### src/hrkd_pkg.sv
// ----------------------------------------------------------------------------
// hrkd_pkg: shared constants and the keycode translation
// Widths, reset values and the US-layout keycode to ASCII function.
// ----------------------------------------------------------------------------
package hrkd_pkg;

    localparam int          SLOT_COUNT_DEF = 6;
    localparam int          KEY_W          = 8;
    localparam int          ASCII_W        = 7;
    localparam int          OUT_TDATA_W    = 16;
    localparam logic [7:0]  SHIFT_MASK_RST = 8'h22;

    localparam logic [7:0]  KEY_NONE       = 8'h00;
    localparam logic [7:0]  KEY_LETTER_LO  = 8'h04;
    localparam logic [7:0]  KEY_LETTER_HI  = 8'h1d;
    localparam logic [6:0]  CHAR_UPPER_A   = 7'h41;
    localparam logic [6:0]  CHAR_LOWER_A   = 7'h61;

    // Translates one keycode; letters by offset, the rest by a small table.
    function automatic logic [6:0] key_to_ascii(input logic [7:0] code,
                                                input logic       shift);
        logic [6:0] ch;
        logic [7:0] ofs;
        begin
            ofs = code - KEY_LETTER_LO;
            ch  = 7'h00;
            if (code >= KEY_LETTER_LO && code <= KEY_LETTER_HI)
            begin
                ch = (shift ? CHAR_UPPER_A : CHAR_LOWER_A) + ofs[6:0];
            end
            else
            begin
                case (code)
                    8'h1e: ch = shift ? 7'h21 : 7'h31; // ! 1
                    8'h1f: ch = shift ? 7'h40 : 7'h32; // @ 2
                    8'h20: ch = shift ? 7'h23 : 7'h33; // # 3
                    8'h21: ch = shift ? 7'h24 : 7'h34; // $ 4
                    8'h22: ch = shift ? 7'h25 : 7'h35; // % 5
                    8'h23: ch = shift ? 7'h5e : 7'h36; // ^ 6
                    8'h24: ch = shift ? 7'h26 : 7'h37; // & 7
                    8'h25: ch = shift ? 7'h2a : 7'h38; // * 8
                    8'h26: ch = shift ? 7'h28 : 7'h39; // ( 9
                    8'h27: ch = shift ? 7'h29 : 7'h30; // ) 0
                    8'h2c: ch = 7'h20;                 // space
                    8'h2d: ch = shift ? 7'h5f : 7'h2d; // _ -
                    8'h2e: ch = shift ? 7'h2b : 7'h3d; // + =
                    8'h2f: ch = shift ? 7'h7b : 7'h5b; // { [
                    8'h30: ch = shift ? 7'h7d : 7'h5d; // } ]
                    8'h31: ch = shift ? 7'h7c : 7'h5c; // | backslash
                    8'h33: ch = shift ? 7'h3a : 7'h3b; // : ;
                    8'h34: ch = shift ? 7'h22 : 7'h27; // " '
                    8'h35: ch = shift ? 7'h7e : 7'h60; // ~ `
                    8'h36: ch = shift ? 7'h3c : 7'h2c; // < ,
                    8'h37: ch = shift ? 7'h3e : 7'h2e; // > .
                    8'h38: ch = shift ? 7'h3f : 7'h2f; // ? /
                    default: ch = 7'h00;
                endcase
            end
            return ch;
        end
    endfunction

endpackage

### src/hid_report_keypress_decoder.sv
// ----------------------------------------------------------------------------
// hid_report_keypress_decoder: boot keyboard report to key press stream
// Turns keyboard reports into one beat per newly pressed key with its ASCII.
// ----------------------------------------------------------------------------
// Usage:
// A report enters on the s_axis channel as one beat: the modifier byte and
// SLOT_COUNT keycode slots. Each slot that is nonzero and missing from the
// previous report leaves on the m_axis channel as one beat, in slot order,
// carrying the keycode, the US-layout character (0 for unmapped keys) and the
// shift flag in tuser; tlast marks the final press of a report. A report with
// no new presses produces no beat but still becomes the previous report.
// The input beat passes through the pending report register and then the
// output register before the first result beat. The block emits one result
// beat per cycle while the receiver is ready; the limit is the single output
// register that presses are drained through. The next report is taken in
// the same cycle as the previous report's last press moves out. If the
// receiver stalls, the pending report and the result beat hold and
// s_axis_tready drops while a report is pending. Reset clears the previous
// report to all zero, sets shift_mask to left and right shift, and empties
// the block. The cfg channel is always ready and should be written only
// while the block is idle.
// ----------------------------------------------------------------------------
module hid_report_keypress_decoder #(
    parameter int SLOT_COUNT = hrkd_pkg::SLOT_COUNT_DEF
) (
    input  logic                                  clk,
    input  logic                                  rst_n,
    // Report beat, from bit 0: modifier_bits, slot_0 .. slot_(SLOT_COUNT-1).
    input  logic [(SLOT_COUNT+1)*hrkd_pkg::KEY_W-1:0] s_axis_tdata,
    input  logic                                  s_axis_tvalid,
    output logic                                  s_axis_tready,
    // Press beat, from bit 0: pressed_code, ascii_char, one zero pad bit.
    output logic [hrkd_pkg::OUT_TDATA_W-1:0]      m_axis_tdata,
    // Press beat user bits: shift_active.
    output logic                                  m_axis_tuser,
    output logic                                  m_axis_tlast,
    output logic                                  m_axis_tvalid,
    input  logic                                  m_axis_tready,
    // Shift mask register write.
    input  logic [hrkd_pkg::KEY_W-1:0]            cfg_data,
    input  logic                                  cfg_valid,
    output logic                                  cfg_ready
);
    import hrkd_pkg::*;

    logic [KEY_W-1:0]                 shift_mask_reg;
    logic [KEY_W-1:0]                 shift_mask_next;
    logic [KEY_W-1:0]                 mods;
    logic [SLOT_COUNT-1:0][KEY_W-1:0] slots;
    logic [SLOT_COUNT-1:0]            new_mask;
    logic                             accept;
    logic                             take_ready;
    logic                             shift;
    logic [KEY_W-1:0]                 out_code;
    logic [ASCII_W-1:0]               out_ascii;

    assign mods  = s_axis_tdata[KEY_W-1:0];
    assign slots = s_axis_tdata[(SLOT_COUNT+1)*KEY_W-1:KEY_W];
    assign shift = (mods & shift_mask_reg) != '0;

    assign s_axis_tready = take_ready;
    assign accept        = s_axis_tvalid && take_ready;

    // Configuration: always ready, one register.
    assign cfg_ready       = 1'b1;
    assign shift_mask_next = cfg_valid ? cfg_data : shift_mask_reg;

    always_ff @(posedge clk or negedge rst_n)
    begin
        if (!rst_n)
        begin
            shift_mask_reg <= SHIFT_MASK_RST;
        end
        else
        begin
            shift_mask_reg <= shift_mask_next;
        end
    end

    // Compares the report against the previous one and records it.
    hrkd_detect #(
        .SLOT_COUNT (SLOT_COUNT)
    ) u_detect (
        .clk      (clk),
        .rst_n    (rst_n),
        .accept   (accept),
        .slots    (slots),
        .new_mask (new_mask)
    );

    // Drains the new presses one beat per cycle while the output is not stalled.
    hrkd_emit #(
        .SLOT_COUNT (SLOT_COUNT)
    ) u_emit (
        .clk         (clk),
        .rst_n       (rst_n),
        .load_report (accept),
        .slots       (slots),
        .new_mask    (new_mask),
        .shift       (shift),
        .take_ready  (take_ready),
        .out_valid   (m_axis_tvalid),
        .out_ready   (m_axis_tready),
        .out_code    (out_code),
        .out_ascii   (out_ascii),
        .out_shift   (m_axis_tuser),
        .out_last    (m_axis_tlast)
    );

    assign m_axis_tdata = {1'b0, out_ascii, out_code};

endmodule

### src/hrkd_detect.sv
// ----------------------------------------------------------------------------
// hrkd_detect: new-press detection
// Holds the previous report's slots and flags each slot of an incoming
// report that is nonzero and absent from the previous report.
// ----------------------------------------------------------------------------
module hrkd_detect #(
    parameter int SLOT_COUNT = hrkd_pkg::SLOT_COUNT_DEF
) (
    input  logic                                     clk,
    input  logic                                     rst_n,
    input  logic                                     accept,
    input  logic [SLOT_COUNT-1:0][hrkd_pkg::KEY_W-1:0] slots,
    output logic [SLOT_COUNT-1:0]                    new_mask
);
    import hrkd_pkg::*;

    logic [SLOT_COUNT-1:0][KEY_W-1:0] prev_reg;
    logic [SLOT_COUNT-1:0][KEY_W-1:0] prev_next;

    always_comb
    begin
        for (int i = 0; i < SLOT_COUNT; i++)
        begin
            logic hit;
            hit = 1'b0;
            for (int j = 0; j < SLOT_COUNT; j++)
            begin
                hit = hit | (prev_reg[j] == slots[i]);
            end
            new_mask[i] = (slots[i] != KEY_NONE) && !hit;
        end
    end

    assign prev_next = accept ? slots : prev_reg;

    always_ff @(posedge clk or negedge rst_n)
    begin
        if (!rst_n)
        begin
            prev_reg <= '0;
        end
        else
        begin
            prev_reg <= prev_next;
        end
    end

endmodule

### src/hrkd_emit.sv
// ----------------------------------------------------------------------------
// hrkd_emit: press queue and result register
// Holds one report's pending presses and sends them out lowest slot first,
// one beat per cycle unless the output stalls, through a registered output stage.
// ----------------------------------------------------------------------------
module hrkd_emit #(
    parameter int SLOT_COUNT = hrkd_pkg::SLOT_COUNT_DEF
) (
    input  logic                                     clk,
    input  logic                                     rst_n,
    input  logic                                     load_report,
    input  logic [SLOT_COUNT-1:0][hrkd_pkg::KEY_W-1:0] slots,
    input  logic [SLOT_COUNT-1:0]                    new_mask,
    input  logic                                     shift,
    output logic                                     take_ready,
    output logic                                     out_valid,
    input  logic                                     out_ready,
    output logic [hrkd_pkg::KEY_W-1:0]               out_code,
    output logic [hrkd_pkg::ASCII_W-1:0]             out_ascii,
    output logic                                     out_shift,
    output logic                                     out_last
);
    import hrkd_pkg::*;

    logic                             pend_valid_reg;
    logic [SLOT_COUNT-1:0]            pend_mask_reg;
    logic [SLOT_COUNT-1:0][KEY_W-1:0] pend_slots_reg;
    logic                             pend_shift_reg;

    logic                             out_valid_reg;
    logic [KEY_W-1:0]                 code_reg;
    logic [ASCII_W-1:0]               ascii_reg;
    logic                             shift_reg;
    logic                             last_reg;

    logic                             step;
    logic [SLOT_COUNT-1:0]            pick;
    logic [SLOT_COUNT-1:0]            remain;
    logic [KEY_W-1:0]                 pick_code;

    // Lowest pending slot, as a one-hot vector.
    assign pick   = pend_mask_reg & (~pend_mask_reg + {{(SLOT_COUNT-1){1'b0}}, 1'b1});
    assign remain = pend_mask_reg & ~pick;

    always_comb
    begin
        pick_code = '0;
        for (int i = 0; i < SLOT_COUNT; i++)
        begin
            pick_code = pick_code | (pick[i] ? pend_slots_reg[i] : '0);
        end
    end

    assign step       = pend_valid_reg && (!out_valid_reg || out_ready);
    assign take_ready = !pend_valid_reg || (step && (remain == '0));

    always_ff @(posedge clk or negedge rst_n)
    begin
        if (!rst_n)
        begin
            pend_valid_reg <= 1'b0;
            out_valid_reg  <= 1'b0;
        end
        else
        begin
            if (load_report)
            begin
                pend_valid_reg <= (new_mask != '0);
            end
            else if (step)
            begin
                pend_valid_reg <= (remain != '0);
            end

            if (step)
            begin
                out_valid_reg <= 1'b1;
            end
            else if (out_ready)
            begin
                out_valid_reg <= 1'b0;
            end
        end
    end

    always_ff @(posedge clk)
    begin
        if (load_report)
        begin
            pend_mask_reg  <= new_mask;
            pend_slots_reg <= slots;
            pend_shift_reg <= shift;
        end
        else if (step)
        begin
            pend_mask_reg <= remain;
        end

        if (step)
        begin
            code_reg  <= pick_code;
            ascii_reg <= key_to_ascii(pick_code, pend_shift_reg);
            shift_reg <= pend_shift_reg;
            last_reg  <= (remain == '0);
        end
    end

    assign out_valid = out_valid_reg;
    assign out_code  = code_reg;
    assign out_ascii = ascii_reg;
    assign out_shift = shift_reg;
    assign out_last  = last_reg;

endmodule
### config.mk
export PLATFORM = sky130hd
export DESIGN_NAME = hid_report_keypress_decoder
export DESIGN_NICKNAME = d
export VERILOG_FILES = /design/src/hrkd_pkg.sv /design/src/hid_report_keypress_decoder.sv /design/src/hrkd_detect.sv /design/src/hrkd_emit.sv
export SDC_FILE = /design/constraint.sdc
export NUM_CORES = 1
export LEC_CHECK = 0
export ABC_CLOCK_PERIOD_IN_PS = 5900
export BUFFER_PORTS_ARGS = -buffer_cell sky130_fd_sc_hd__buf_4
export CAP_MARGIN = 20
export CORE_ASPECT_RATIO = 0.9
export CORE_UTILIZATION = 50
export DETAILED_ROUTE_END_ITERATION = 16
export PLACE_DENSITY = 0.74
export SETUP_SLACK_MARGIN = 0.4
export SLEW_MARGIN = 5
export SYNTH_ARGS = -nofsm -noshare
export SYNTH_HDL_FRONTEND = slang
export SYNTH_SLANG_ARGS = --single-unit
### constraint.sdc
create_clock -name clk -period 5.9 [get_ports clk]
set_input_delay 0.59 -clock clk [delete_from_list [all_inputs] [get_ports clk]]
set_output_delay 0.59 -clock clk [all_outputs]
set_load 0.05 [all_outputs]
Yosys cells after proc, flatten, opt, wreduce, memory -nomap -nowiden

Index checks and enable logic that the tools add are counted.

Bits in registers: 130
Latch bits: 0
RAM bits: 0
Bits in read-only memories: 0
Bits of input ports: 69
Output and inout port bits: 21
Logic and storage cells: 192
Memories kept: 0

$add $sub $neg: 3
Multipliers: 0
Divide/modulo/power cells: 0
Order comparisons: 2
Equality and inequality tests: 58
Shift-type cells: 0
Mux-type cells: 36
Bitwise gates (word level): 40
Reductions and logical operators: 32

Operator list:

| operator            | count |
|---|---|
| $eq 8x8->1          | 36 |
| $eq 8x6->1 const B  | 20 |
| $pmux 7 s22         | 1 |
| $mux 5              | 13 |
| $reduce_bool 8->1   | 7 |
| $mux 8              | 6 |
| $or 8x8->8          | 5 |
| $mux 6              | 6 |
| $or 1x1->1          | 30 |
| $mux 7              | 4 |
| $eq 8x5->1 const B  | 2 |
| $and 6x6->6         | 2 |
| $not 6->6           | 2 |
| $reduce_bool 6->1   | 2 |
| $logic_and 1x1->1   | 10 |
| $and 8x8->8         | 1 |
| $ge 8x3->1 const B  | 1 |
| $le 8x5->1 const B  | 1 |
| $logic_not 1->1     | 8 |
| $add 7x7->7         | 1 |
| $sub 7x3->7 const B | 1 |
| $add 6x1->6 const B | 1 |
| $logic_not 6->1     | 1 |
| $mux 1              | 5 |
| 3 further kinds     | 5 |

Longest topological paths before layout

Depth after elaboration: 12
Mapped depth: 16
Mapped depth without buffers: 16

By module

Synthesis repeated with hierarchy kept, for this count alone.

Cells, all modules: 951
Area total of the unflattened synthesis: 10095.9 um2

By module, submodules not included:

| module                      | times used | cells each | area an instance (um2) | sequential area each (um2) |
|---|---|---|---|---|
| hrkd_detect                 | 1          | 611        | 5885.6                 | 1201.2 |
| hrkd_emit                   | 1          | 313        | 3811.2                 | 2212.1 |
| hid_report_keypress_decoder | 1          | 27         | 399.1                  | 202.7 |

Worst setup path after synthesis

Ideal clock, no wire load.

Kind: flip-flop to flip-flop
Start point: register u_emit.pend_mask_reg[2]
End point: register u_emit.pend_shift_reg, enable pin
Setup time: 0.403 ns
Data arrival time: 3.097 ns
Data required time: 5.497 ns
Setup slack: 2.400 ns
Cell stages (with the launch flop): 12
Buffers on the path: 3
Clock period less this slack: 3.500 ns
Cells stage by stage: edfxtp_1 > buf_2 > maj3_1 > nor2_1 > nor2_1 > o21ai_0 > o2bb2ai_1 > a21bo_2 > nand2_1 > clkbuf_1 > buf_2 > inv_1

Word-level cells in the longest chain between the ends: 9

Ends and longest elaborated chain:

| item                     | RTL line                          | text |
|---|---|---|
| start: declaration       | hrkd_emit.sv:26                   | `logic [SLOT_COUNT-1:0] pend_mask_reg;` |
| start signal: assignment | hrkd_emit.sv:90                   | `pend_mask_reg <= new_mask;` |
| start signal: assignment | hrkd_emit.sv:96                   | `pend_mask_reg <= remain;` |
| $not 6->6                | hrkd_emit.sv:42                   | `assign pick = pend_mask_reg & (~pend_mask_reg + {{(SLOT_COUNT-1){1'b0}}, 1'b1});` |
| $add 6x1->6              | hrkd_emit.sv:42                   |  |
| $and 6x6->6              | hrkd_emit.sv:42                   |  |
| $not 6->6                | hrkd_emit.sv:43                   | `assign remain = pend_mask_reg & ~pick;` |
| $and 6x6->6 *            | hrkd_emit.sv:43                   |  |
| $logic_not 6->1 *        | hrkd_emit.sv:55                   | `assign take_ready = !pend_valid_reg \|\| (step && (remain == '0));` |
| $logic_and 1x1->1 *      | hrkd_emit.sv:55                   |  |
| $logic_or 1x1->1 *       | hrkd_emit.sv:55                   |  |
| via s_axis_tready        | hid_report_keypress_decoder.sv:31 | `output logic s_axis_tready,` |
| $logic_and 1x1->1 *      | hid_report_keypress_decoder.sv:62 | `assign accept = s_axis_tvalid && take_ready;` |
| via accept               | hid_report_keypress_decoder.sv:51 | `logic accept;` |
| end signal: assignment   | hrkd_emit.sv:92                   | `pend_shift_reg <= shift;` |
| end: declaration         | hrkd_emit.sv:28                   | `logic pend_shift_reg;` |

Mark *: on every way through the listed nets, which the timed path passes. The rest lies on a longest branch.
A chain may end at the register's enable or synchronous reset.

Worst setup path after layout

Start point: register u_emit.pend_mask_reg[4]
End point: register u_emit.ascii_reg[6] (netlist: u_emit.out_ascii[6]) (data pin)

Word-level cells in the longest chain between the ends: 9
Elaborated cells on any way between the ends: 36
Classes of those cells: add/sub: 3; order compare: 2; eq/ne: 22; mux: 4; bitwise: 4; reduce/logical: 1

Ends and longest elaborated chain:

| item                                | RTL line         | text |
|---|---|---|
| $not 6->6                           | hrkd_emit.sv:42  |  |
| $add 6x1->6                         | hrkd_emit.sv:42  |  |
| $and 6x6->6 *                       | hrkd_emit.sv:42  |  |
| $mux 8                              | hrkd_emit.sv:50  | `pick_code = pick_code \| (pick[i] ? pend_slots_reg[i] : '0);` |
| $or 8x8->8                          | hrkd_emit.sv:50  |  |
| $or 8x8->8 *                        | hrkd_emit.sv:50  |  |
| via u_emit.pick_code[2]             | hrkd_emit.sv:39  | `logic [KEY_W-1:0] pick_code;` |
| $sub 7x3->7 (tied with other cells) | hrkd_pkg.sv:25   | `ofs = code - KEY_LETTER_LO;` |
| $add 7x7->7 (tied with other cells) | hrkd_pkg.sv:29   | `ch = (shift ? CHAR_UPPER_A : CHAR_LOWER_A) + ofs[6:0];` |
| $mux 7 *                            | hrkd_pkg.sv:27   | `if (code >= KEY_LETTER_LO && code <= KEY_LETTER_HI)` |
| end signal: assignment              | hrkd_emit.sv:102 | `ascii_reg <= key_to_ascii(pick_code, pend_shift_reg);` |
| end: declaration                    | hrkd_emit.sv:32  | `logic [ASCII_W-1:0] ascii_reg;` |

Marks and branches as above.

==> reports/summary.md <==
The run finished with clean final reports. The tools report the number of antenna violations at the first check in global routing as 0. Clock tree synthesis found a total of 130 sinks.

For the number of max-cap violations, the log shows 0. The initial cell density of the core came out at 0.513. Count of mapped cells out of synthesis: 942. Largest area contributor in the netlist: sky130_fd_sc_hd__edfxtp_1. Number of buffers created by CTS: 17. Distinct cell type count after synthesis: 64. The critical path runs through a total of 13 cells. The count of boundary I/O pins was 90. The run gives 43.4 mm as the first-pass GRT wire length.

Buffers placed on the I/O ports in this run total 87. The die area came out at 0.0195 sq mm. The violation count after the first detailed-route iteration is 1034. The die is 133 microns tall. The hold slack was 0.241 ns; the clock latency at the later pin of the worst-skew pair was 0.43 ns. The logs give 0.333 for the relative slew slack and 0.382 for the post-synthesis sequential area ratio. The floorplan die width is 147 microns, and the minimum setup slack in the final design is 2.03 ns. The final weighted congestion in routability-driven placement is 0.928, and the aggregate global routing overflow is 0. Once the clock tree was built, the setup fixing pass inserted 0 buffers. The net switching power is 2.74 mW, and the wire length per cell after detailed routing is 24.7 microns. The critical path contains buffers and inverters numbering 0 combined. The internal portion of the total power is 3.32 mW.

The fraction of final layout cells sized beyond drive strength 1 came out at 0.204. For the finished layout, the period the worst path requires is 3.87 ns. The clock tree buffer depth was 2; the power density over cell area was 576 mW/mm^2. For the maximum clock frequency, the log shows 259 MHz.

STA classifies the critical path startpoint as a register. Summed over all failing endpoints, the final setup total negative slack is 0 ns. The number of nets in the synthesized netlist is 1024.

The logs give 0 for the number of nets still failing antenna checks after routing and 0.340 for the share of power burned in registers. Logic gate share of total power: 0.489. The H-tree generated during clock tree synthesis spans 4 levels. The tools report the share of power burned in the clock network as 0.171. The number of nets in the layout is 1009, and the post-route clock period utilization is 0.655. Worst min-delay path category: input port to async pin. For this run, the leading register cell type out of synthesis is sky130_fd_sc_hd__edfxtp_1.

Clock-pin slew was measured on the worst setup and hold paths at 0.06 ns. The post-layout total power was 6.07 mW; the wire length reported by the detailed router was 29.2 mm. For the setup clock skew after layout, the log shows 0.00979 ns. The endpoint identified for the worst register-to-register timing path is u_emit.out_ascii[6]. For this run, the number of standard cells in the final layout without fillers is 1185. Setup repair after global routing left no endpoint under its margin. The async set-or-reset flop fraction in the synthesized netlist was 0.446. The run gives 19.5 mm as the total half-perimeter wirelength after legalization and detailed placement.

Dividing the detail-routed via count by the number of cells gives 6.20. The critical path goes through nor2b_1 > a22oi_1 > nor2_1 > a21oi_1 > nor2_1 > a21oi_1 > o21a_1 > o21ai_0 > ha_1 > nand2_1 > a31oi_2 > a41oi_1 > a21o_1. The number of failing setup endpoints in the final timing report was 0; the standard-cell row count was 47. For the worst setup path, the data required time is 6.08 ns. TritonCTS built the clock tree.

The cell with the most instances after synthesis was sky130_fd_sc_hd__xnor2_1. In this run the register-to-register setup slack is 2.03 ns. The tools report the number of global-route vias before repair as 6827. Sorting the synthesized cells by how often they occur yields sky130_fd_sc_hd__xnor2_1 (147), sky130_fd_sc_hd__xor2_1 (145), sky130_fd_sc_hd__clkbuf_1 (104). On the worst path, the slowest cell contributes a delay of 0.61 ns.

The setup slack after placement came out at 2.08 ns. Yosys attributes the largest share of cell area to sky130_fd_sc_hd__edfxtp_1 (23%), sky130_fd_sc_hd__dfrtp_1 (15%), sky130_fd_sc_hd__xnor2_1 (14%). Critical-path cell with the highest stage delay: sky130_fd_sc_hd__a31oi_2. The endpoint kind of the worst setup timing path was a register. The startpoint identified for the worst register-to-register timing path is u_emit.pend_mask_reg[4]. For this run, the number of Yosys warnings is 0. The core region is 0.0185 sq mm. Once the clock tree was built, the resizer swapped 0 gates to a different size. The area growth from synthesis to layout is 11.2%. At the pin with the least slew margin, the transition time is 0.999 ns. The hold violation count in the final report is 0, and the overall via count from detail_route is 7342. The number of slew-limit violations in the final report was 0; the largest net degree at the start of global routing was 59. The number of iterations in the first detailed-routing pass is 6. The flop and latch count out of synthesis came out at 130.

Each instance of the synthesized netlist takes up on average 10.0 sq um. The total of hold buffers inserted after clock tree synthesis was 0. The number of antenna diodes in the final layout is 0. On the critical path the largest part of the delay comes from compound AO/OA/AOI/OAI gates.

The worst setup path is of the register to register kind. Yosys mapped a number of flops with a built-in enable equal to 72. The synthesized cell area is 0.00947 sq mm. The global routing usage summed across all routing layers was 0.305; the logic depth of the worst register-to-register path was 13.

The largest vdd supply drop was 0.314 mV. The area fraction of the dominant cell type after synthesis came out at 0.228. The tools report the buffer cell driving the clock tree root as sky130_fd_sc_hd__clkbuf_16. The logs give 0 for the number of design rule violations left after detail routing and 1153 for the placed instance count. The largest fanout on the critical path works out to 16. The share of total power consumed by net switching came out at 0.452.

At the worst endpoint, the arrival time is 4.04 ns. The reported leakage power is 3.91 nW.
logic make-up after synthesis:
logic type	after synthesis	share of synthesized area
other	2	0.000793
multiplexers	63	0.0740
AO/OA/AOI/OAI	120	0.0879
flip-flops	130	0.382
adder cells (fa/ha/maj)	14	0.0182
XOR/XNOR	292	0.270
buffers and inverters	133	0.0554
AND/OR/NAND/NOR	188	0.112
area by class of cell:
cell class,count,area (sq um)
well taps,245,307
multi-input cells,679,5330
flip-flops and latches,130,3620
inverters,11,41.3
repair buffers,88,661
fillers,1578,7940
clock buffers,18,429
clock inverters,14,145
power groups by stage:
stage,registers (mW),clock network (mW),logic (mW)
after floorplan,1.69,0,2.66
after global placement,2.05,0,2.89
after detailed placement,2.06,0,2.93
after CTS,2.04,1.05,2.95
after global routing,2.11,1.08,3.22
final,2.06,1.04,2.97
stage by stage:
| step | cell area, sq um | utilization |
|---|---|---|
| floorplan | 9470 | - |
| global placement | 9950 | 0.539 |
| detailed placement | 9950 | 0.539 |
| CTS | 10500 | 0.570 |
| global route | 10500 | 0.570 |
| finish | 10500 | 0.570 |
layer usage:
layer | routed length [microns] | vias up | global-route usage | share of wire
met4 | 979 | 0 | 0.115 | 0.033
met1 | 12000 | 3534 | 0.425 | 0.41
met2 | 13000 | 482 | 0.453 | 0.44
met3 | 3300 | 75 | 0.0810 | 0.11
met5 | 0 | - | 0 | 0
li1 | - | 3251 | - | -
how the worst max path moves through the flow:
stage | from | end
floorplan | u_emit.pend_mask_reg[2] | u_emit.pend_shift_reg
global placement | u_emit.pend_mask_reg[1] | u_emit.out_ascii[4]
detailed placement | u_emit.pend_mask_reg[4] | u_emit.out_ascii[6]
CTS | u_emit.pend_mask_reg[4] | u_emit.out_ascii[6]
global route | u_emit.pend_mask_reg[4] | u_emit.out_ascii[6]
finish | u_emit.pend_mask_reg[4] | u_emit.out_ascii[6]
placed cells by master, fill, tap and decap left out, types with 4 or more instances in the layout:
master,Yosys,routed
sky130_fd_sc_hd__xnor2_1,147,147
sky130_fd_sc_hd__xor2_1,145,145
sky130_fd_sc_hd__buf_4,4,88
sky130_fd_sc_hd__edfxtp_1,72,72
sky130_fd_sc_hd__mux2_2,56,56
sky130_fd_sc_hd__dfrtp_1,56,56
sky130_fd_sc_hd__nor4_1,50,50
sky130_fd_sc_hd__nand4_1,44,44
sky130_fd_sc_hd__a21oi_1,33,33
sky130_fd_sc_hd__nand2_1,32,31
sky130_fd_sc_hd__nor2_1,23,23
sky130_fd_sc_hd__o21ai_0,17,17
sky130_fd_sc_hd__clkbuf_16,0,17
sky130_fd_sc_hd__ha_1,13,13
sky130_fd_sc_hd__a22oi_1,12,12
sky130_fd_sc_hd__o22ai_1,11,11
sky130_fd_sc_hd__inv_1,10,9
sky130_fd_sc_hd__nand3_1,8,8
sky130_fd_sc_hd__mux2i_1,7,7
sky130_fd_sc_hd__nand2b_1,6,6
sky130_fd_sc_hd__nor2b_1,4,4
sky130_fd_sc_hd__o21a_1,4,4
sky130_fd_sc_hd__a221oi_1,4,4
sky130_fd_sc_hd__o22ai_2,4,4
sky130_fd_sc_hd__inv_6,0,4
No activity file was read; power rests on OpenSTA's default activity.
